**config.mk**
```make
export PLATFORM = sky130hd
export DESIGN_NAME = nhm_cell
export DESIGN_NICKNAME = d
export VERILOG_FILES = /design/src/hdl/nhm_pkg.sv /design/src/hdl/nhm_cell.sv
export SDC_FILE = /design/constraint.sdc
export NUM_CORES = 1
export LEC_CHECK = 0
export ABC_CLOCK_PERIOD_IN_PS = 3200
export BUFFER_PORTS_ARGS = -buffer_cell sky130_fd_sc_hd__buf_2
export CAP_MARGIN = 20
export CORE_MARGIN = 2
export CORE_UTILIZATION = 46
export CTS_BUF_LIST = sky130_fd_sc_hd__clkbuf_8
export CTS_CLUSTER_SIZE = 10
export DETAILED_ROUTE_END_ITERATION = 8
export PLACE_DENSITY = 0.93
export SYNTH_ARGS = -nofsm -noshare
export SYNTH_HDL_FRONTEND = slang
export SYNTH_SLANG_ARGS = --single-unit
```
**constraint.sdc**
```tcl
create_clock -name clk -period 3.2 [get_ports clk]
set_input_delay 0.48 -clock clk [delete_from_list [all_inputs] [get_ports clk]]
set_output_delay 0.48 -clock clk [all_outputs]
set_load 0.1 [all_outputs]
```
**src/hdl/nhm_pkg.sv**
```systemverilog
// shared types and constants for the nearest hit match unit
`default_nettype none
package nhm_pkg;

    localparam int POS_W               = 12;
    localparam int STATUS_W            = 3;
    localparam int TABLE_DEPTH_DEFAULT = 256;
    localparam int GROUP               = 16;

    typedef logic signed [POS_W-1:0] pos_t;

    typedef enum logic [1:0] {
        REQ_CLEAR = 2'd0,
        REQ_LOAD  = 2'd1,
        REQ_QUERY = 2'd2
    } req_type_t;

    typedef enum logic [STATUS_W-1:0] {
        ST_CLEARED = 3'd0,
        ST_LOADED  = 3'd1,
        ST_MATCH   = 3'd2,
        ST_FULL    = 3'd3,
        ST_EMPTY   = 3'd4
    } status_t;

    // what a cell shows its neighbors
    typedef struct packed {
        pos_t val;
        logic occ;
        logic gt;
        logic lt;
    } link_t;

    // candidate words, zero where not hit so they can be or-reduced
    typedef struct packed {
        logic below_hit;
        logic above_hit;
        pos_t below_val;
        pos_t above_val;
    } cand_t;

endpackage
`default_nettype wire

```
**src/hdl/nhm_cell.sv**
```systemverilog
// one table cell: holds a single sorted entry and flags nearest candidates
`default_nettype none
module nhm_cell (
    input  wire logic           clk,
    input  wire logic           load_en,
    input  wire logic           occ,
    input  wire nhm_pkg::pos_t  x,
    input  wire nhm_pkg::link_t prev,
    input  wire nhm_pkg::link_t next,
    output nhm_pkg::link_t      link,
    output nhm_pkg::cand_t      cand_reg
);

    nhm_pkg::pos_t  val_reg;
    nhm_pkg::pos_t  val_next;
    nhm_pkg::cand_t cand_next;
    logic           gt;
    logic           lt;

    always_comb
    begin
        gt = occ && (val_reg > x);
        lt = occ && (val_reg < x);

        // sorted insert: larger entries move up one cell
        val_next = val_reg;
        if (load_en)
        begin
            if (prev.gt)
            begin
                val_next = prev.val;
            end
            else if (gt || (!occ && prev.occ))
            begin
                val_next = x;
            end
        end

        // last entry below x, first entry at or above x
        cand_next.below_hit = lt && !next.lt;
        cand_next.above_hit = occ && !lt && prev.lt;
        cand_next.below_val = cand_next.below_hit ? val_reg : '0;
        cand_next.above_val = cand_next.above_hit ? val_reg : '0;
    end

    assign link.val = val_reg;
    assign link.occ = occ;
    assign link.gt  = gt;
    assign link.lt  = lt;

    always_ff @(posedge clk)
    begin
        val_reg  <= val_next;
        cand_reg <= cand_next;
    end

endmodule
`default_nettype wire

```
==> results.sh, run 1 <==
export IMPL_finalSetupTns_ps=0
export IMPL_yosys_top_cells_area="sky130_fd_sc_hd__dfxtp_1, sky130_fd_sc_hd__edfxtp_1, sky130_fd_sc_hd__and3_1, sky130_fd_sc_hd__ha_1, sky130_fd_sc_hd__o21ai_0"
export IMPL_timing_reg2reg_worst_path_depth=8
export IMPL_grt_antenna_before_repair=0
export IMPL_regToRegEndpoint="val_reg[1]"
export IMPL_cp_data_arrival_time_ps=2440
export IMPL_global_route_overflow_total=0
export IMPL_cts_tree="built"
export IMPL_max_vdd_ir_drop_uv=393
export IMPL_timing_max_cap_violations=0
export IMPL_startpoint_of_the_worst_register_to_register_path="val_reg[5]"
export IMPL_ys_async_sr_fraction_pct=0
export IMPL_core_region_area_um2=3310
export IMPL_die_height_um=62.6
export IMPL_drive_gt1_share_pct=37.4
export IMPL_setup_worst_path_start_class="flop"
export IMPL_number_of_instances_on_the_worst_hold_path=2
export IMPL_synth_ff_latch_count=38
export IMPL_route_vias_total=1251
export IMPL_number_of_distinct_library_cells_after_synthesis=24
export IMPL_cts_buffers_inserted=5
export IMPL_first_global_vias=1267
export IMPL_max_clock_path_buffers=2
export IMPL_largest_reg_flops=26
export IMPL_hpwl_mm=2.50
export IMPL_insertion_delay_to_the_later_sink_of_the_worst_skew_pair_ps=280
export IMPL_setup_repair_after_global_routing_missed_its_margin="no"
export IMPL_worst_setup_path_startpoint="val_reg[3]"
export IMPL_final_min_clock_period_ps=2920
export IMPL_floorplan_initialDensity_pct=47.7
export IMPL_synthToLayoutAreaGrowth_pct=30.9
export IMPL_synth_largest_area_cell="sky130_fd_sc_hd__dfxtp_1"
export IMPL_netlist_top_cells_count="sky130_fd_sc_hd__dfxtp_1, sky130_fd_sc_hd__and3_1, sky130_fd_sc_hd__nand2_1, sky130_fd_sc_hd__inv_1"
export IMPL_slew_violations=0
export IMPL_hold_viol_final=0
export IMPL_status="finished clean"
export IMPL_max_slew_margin_pct=59.1
export IMPL_ant_nets=0
export IMPL_mappedNetlistNets=207
export IMPL_crit_path_end_kind="primary output"
export IMPL_most_used_flip_flop_cell_after_synthesis="sky130_fd_sc_hd__dfxtp_1"
export IMPL_min_delay_worst_endpoint="cand_reg[25]"
export IMPL_synth_seq_area_share_pct=55.8
export IMPL_timing_clock_skew_ps=12.7
export IMPL_top_level_ports=86
export IMPL_timing_fmax_mhz=342
export IMPL_instances_no_fill=268
export IMPL_setup_violations=0
export IMPL_count_leader_synth="sky130_fd_sc_hd__dfxtp_1"
export IMPL_critical_path_max_fanout=15
export IMPL_clkTransAtPathRegs_ps=70
export IMPL_htree_levels=2
export IMPL_post_cts_buffers=0
export IMPL_post_route_util_pct=62.4
export IMPL_layout_cell_area_excl_fill_um2=2070
export IMPL_numPlacedInstances=260
export IMPL_ff2ff_setup_slack_ps=930
export IMPL_final_nets=278
export IMPL_grt_max_degree=25
export IMPL_drcViolationCount=0
export IMPL_post_place_ws_ps=406
export IMPL_power_leakage_nw=1.15
export IMPL_place_port_buffers=71
export IMPL_post_synth_cell_area_avg_um2=10.5
export IMPL_synthesis_area_um2=1580
export IMPL_post_drt_via_cell_ratio=4.67
export IMPL_cts_num_sinks=38
export IMPL_antenna_cells_inserted=0
export IMPL_fin_crit_sh_pct=91.4
export IMPL_synthCells=150
export IMPL_post_route_worst_setup_slack_ps=275
export IMPL_globalRouteTotalUtil_pct=18.1
export IMPL_power_density_nw_per_um2=647
export IMPL_hold_class="in -> reg"
export IMPL_hp_start="next[0]"
export IMPL_worst_endpoint_required_ps=2720
export IMPL_grt_first_pass_wirelength_mm=5.57
export IMPL_synth_enable_flop_cells=12
export IMPL_ys_warn_count=0
export IMPL_total_power_mw=1.34
export IMPL_whs_ps=378
export IMPL_die_area_um2=3920
export IMPL_detailed_place_area_um2=1950
export IMPL_worstMarginPinSlew_ps=612
export IMPL_drt_initial_drc_count=57
export IMPL_yosys_area_top_type_share_pct=33.0
export IMPL_critPathKind="reg -> out"
export IMPL_drt_pass1_iterations=4
export IMPL_wl_per_cell_um=11.9
export IMPL_route_final_wire_length_mm=3.20
export IMPL_fp_row_count=21
export IMPL_cts_root_buffer="sky130_fd_sc_hd__clkbuf_8"
export IMPL_routabilityCongestion=0.750
export IMPL_hold_buffers_post_cts=0
export IMPL_postCtsResizedCells=0
export IMPL_die_w_um=62.6
-- worst max-delay path by stage --
| stage | to | slack, ps | cells after the start |
|---|---|---|---|
| final | link[0] | 280 | 6 |
| after global routing | link[0] | 100 | 7 |
| after CTS | link[0] | 250 | 7 |
| after detailed placement | link[0] | 410 | 8 |
| after global placement | link[0] | 430 | 8 |
| after floorplan | val_reg[0] | 100 | 6 |
-- final cells by class --
class	count	area (um^2)
multi-input combinational	89	589
fill	292	1240
sequential	38	881
clock inverter	2	33.8
clock buffer	6	82.6
timing repair buffer	73	370
tap	46	57.6
inverter	14	52.6
-- layer usage --
layer  up-vias  track usage (%)  share of wire [%]
met5         -                0                  0
met4         0             6.94                2.0
met3         6             3.96                4.4
met2        41             31.2                 49
met1       550             22.1                 45
li1        654                -                  -
-- cell usage in the layout, fill, tap and decap left out, types with 4 or more instances in the layout --
| master | n |
|---|---|
| sky130_fd_sc_hd__inv_1 | 15 |
| sky130_fd_sc_hd__nand2_1 | 16 |
| sky130_fd_sc_hd__a21oi_1 | 6 |
| sky130_fd_sc_hd__clkbuf_8 | 6 |
| sky130_fd_sc_hd__o21ai_0 | 12 |
| sky130_fd_sc_hd__ha_1 | 12 |
| sky130_fd_sc_hd__nor2_1 | 4 |
| sky130_fd_sc_hd__buf_2 | 71 |
| sky130_fd_sc_hd__and3_1 | 24 |
| sky130_fd_sc_hd__edfxtp_1 | 12 |
| sky130_fd_sc_hd__dfxtp_1 | 26 |
-- worst max-delay path: stages, from the launching register on --
cell and delay (ps):
sky130_fd_sc_hd__edfxtp_1 440, sky130_fd_sc_hd__ha_1 320, sky130_fd_sc_hd__a211o_1 310, sky130_fd_sc_hd__o22ai_2 160
sky130_fd_sc_hd__mux2_4 390, sky130_fd_sc_hd__nor2_1 110, sky130_fd_sc_hd__buf_2 430
-- cell families (layout without fill, tap and decap cells) --
family                   count (synthesis)  after routing  synth area share [%]
AO/OA/AOI/OAI                           23             23                  8.56
adder cells (fa/ha/maj)                 12             12                  9.51
buffers and inverters                   23             95                  6.89
flip-flops                              38             38                  55.8
multiplexers                             3              3                  2.30
AND/OR/NAND/NOR                         51             51                  17.0
-- power breakdown --
| group | switching [mW] | internal [mW] | leakage (nW) |
|---|---|---|---|
| logic | 0.313 | 0.0769 | 0.764 |
| registers | 0.0162 | 0.530 | 0.327 |
| clock network | 0.152 | 0.251 | 0.0626 |
| total | 0.481 | 0.857 | 1.15 |
Power figures use the tool's default switching activity.
==> inputs of run 2 (changes only) <==
==> config.mk (replaced) <==
export PLATFORM = sky130hd
export DESIGN_NAME = nhm_cell
export DESIGN_NICKNAME = d
export VERILOG_FILES = /design/src/hdl/nhm_pkg.sv /design/src/hdl/nhm_cell.sv
export SDC_FILE = /design/constraint.sdc
export NUM_CORES = 1
export LEC_CHECK = 0
export ABC_CLOCK_PERIOD_IN_PS = 2600
export BUFFER_PORTS_ARGS = -buffer_cell sky130_fd_sc_hd__buf_2
export CAP_MARGIN = 20
export CORE_MARGIN = 2
export CORE_UTILIZATION = 41
export CTS_BUF_LIST = sky130_fd_sc_hd__clkbuf_8
export CTS_CLUSTER_SIZE = 10
export DETAILED_ROUTE_END_ITERATION = 8
export PLACE_DENSITY = 0.88
export RECOVER_POWER = 100
export SYNTH_ARGS = -nofsm -noshare
export SYNTH_HDL_FRONTEND = slang
export SYNTH_SLANG_ARGS = --single-unit
==> constraint.sdc (replaced) <==
create_clock -name clk -period 2.6 [get_ports clk]
set_input_delay 0.13 -clock clk [delete_from_list [all_inputs] [get_ports clk]]
set_output_delay 0.13 -clock clk [all_outputs]
set_load 0.1 [all_outputs]
==> results.sh, run 2 (same netlist as run 1, synthesis figures left out) <==
export IMPL_status="finished clean"
export IMPL_grt_antenna_before_repair=0
export IMPL_fraction_of_power_consumed_by_sequential_logic_pct=38.1
export IMPL_die_height_um=66.1
export IMPL_post_cts_buffers=0
export IMPL_die_area_um2=4360
export IMPL_whs_ps=22.3
export IMPL_setup_violations=0
export IMPL_first_global_vias=1189
export IMPL_drt_initial_drc_count=43
export IMPL_cts_num_sinks=38
export IMPL_worstMarginPinSlew_ps=1180
export IMPL_max_clock_path_buffers=2
export IMPL_timing_clock_skew_ps=7.57
export IMPL_timing_fmax_mhz=406
export IMPL_detailed_place_area_um2=1960
export IMPL_routabilityCongestion=0.801
export IMPL_worst_endpoint_required_ps=2470
export IMPL_synthToLayoutAreaGrowth_pct=30.6
export IMPL_drt_pass1_iterations=4
export IMPL_fin_crit_sh_pct=94.8
export IMPL_wl_per_cell_um=12.9
export IMPL_top_level_ports=86
export IMPL_insertion_delay_to_the_later_sink_of_the_worst_skew_pair_ps=290
export IMPL_power_density_nw_per_um2=857
export IMPL_global_route_overflow_total=0
export IMPL_hold_buffers_post_cts=0
export IMPL_slew_violations=0
export IMPL_finalSetupTns_ps=0
export IMPL_power_leakage_nw=1.01
export IMPL_hold_class="in -> reg"
export IMPL_post_place_ws_ps=262
export IMPL_route_final_wire_length_mm=3.48
export IMPL_post_route_util_pct=55.9
export IMPL_power_switching_share_pct=35.0
export IMPL_htree_levels=2
export IMPL_mostFrequentLayoutCell="sky130_fd_sc_hd__clkbuf_1"
export IMPL_max_vdd_ir_drop_uv=279
export IMPL_timing_max_cap_violations=0
export IMPL_fraction_of_power_consumed_by_the_clock_network_pct=34.9
export IMPL_max_slew_margin_pct=21.9
export IMPL_largest_reg_flops=26
export IMPL_ant_nets=0
export IMPL_place_port_buffers=71
export IMPL_fp_row_count=22
export IMPL_cts_root_buffer="sky130_fd_sc_hd__clkbuf_8"
export IMPL_hold_viol_final=0
export IMPL_post_drt_via_cell_ratio=4.83
export IMPL_drcViolationCount=0
export IMPL_layout_cell_area_excl_fill_um2=2060
export IMPL_final_nets=277
export IMPL_critical_path_max_fanout=15
export IMPL_core_region_area_um2=3690
export IMPL_layout_common_cells="sky130_fd_sc_hd__clkbuf_1, sky130_fd_sc_hd__buf_2, sky130_fd_sc_hd__dfxtp_1"
export IMPL_power_combinational_fraction_pct=27.0
export IMPL_final_min_clock_period_ps=2460
export IMPL_cts_tree="built"
export IMPL_cts_buffers_inserted=5
export IMPL_post_route_worst_setup_slack_ps=135
export IMPL_crit_path_end_kind="primary output"
export IMPL_hpwl_mm=2.59
export IMPL_grt_max_degree=25
export IMPL_clkTransAtPathRegs_ps=80
export IMPL_floorplan_initialDensity_pct=42.8
export IMPL_critPathKind="reg -> out"
export IMPL_setup_repair_after_global_routing_missed_its_margin="no"
export IMPL_grt_first_pass_wirelength_mm=5.33
export IMPL_setup_worst_path_start_class="flop"
export IMPL_route_vias_total=1299
export IMPL_die_w_um=66.1
export IMPL_cp_data_arrival_time_ps=2330
export IMPL_drive_gt1_share_pct=20.4
export IMPL_power_net_switching_mw=0.619
export IMPL_antenna_cells_inserted=0
export IMPL_globalRouteTotalUtil_pct=16.8
export IMPL_internal_power_mw=1.15
run 2: final timing paths:
check	startpoint	end	slack (ps)	cells past startpoint
hold / removal	next[0]	cand_reg[25]	20	2
setup reg to reg	val_reg[11]	val_reg[7]	240	7
hold reg to reg	val_reg[1]	cand_reg[1]	570	1
setup / recovery	val_reg[11]	link[0]	140	7
run 2: power groups by stage:
stage | logic (mW) | clock network [mW] | registers [mW]
after floorplan | 0.165 | 0 | 0.932
after global placement | 0.479 | 0 | 0.685
after detailed placement | 0.485 | 0 | 0.687
after CTS | 0.489 | 0.623 | 0.673
after global routing | 0.505 | 0.657 | 0.678
final | 0.477 | 0.616 | 0.674
run 2: routing by layer:
metal  vias up  share of wire [%]  wire (um)  GRT usage (%)
met5         -                  0          0              0
met4         0                1.4         50           6.63
met3         6                7.2        251           5.45
met2        48                 48       1680           29.7
met1       595                 43       1500           18.6
li1        650                  -          -              -
run 2: per-stage QoR:
stage,power (mW),cells
3_5_place_dp,1.17,261
5_1_grt,1.84,269
2_1_floorplan,1.10,150
6_report,1.77,269
4_1_cts,1.78,269
3_3_place_gp,1.16,261
run 2: what timing repair did:
item | in CTS | in global routing
pin swaps | 0 | 0
setup endpoints to repair | 1 | 1
cloned | 0 | 0
gates resized for setup | 1 | 2
run 2: area by class of cell:
class                      instances  area [um^2]
clock buffer                       6         82.6
clock inverter                     2         60.1
fill                             372         1630
inverter                          14         52.6
multi-input combinational         89          608
sequential                        38          881
tap                               48         60.1
timing repair buffer              72          318
run 2: worst max-delay path: stages (launching register included):
cell	delay, ps
sky130_fd_sc_hd__edfxtp_1	450
sky130_fd_sc_hd__ha_1	370
sky130_fd_sc_hd__nand4_1	180
sky130_fd_sc_hd__nor2_1	170
sky130_fd_sc_hd__o22ai_2	110
sky130_fd_sc_hd__mux2_4	390
sky130_fd_sc_hd__nor2_4	100
sky130_fd_sc_hd__buf_4	290
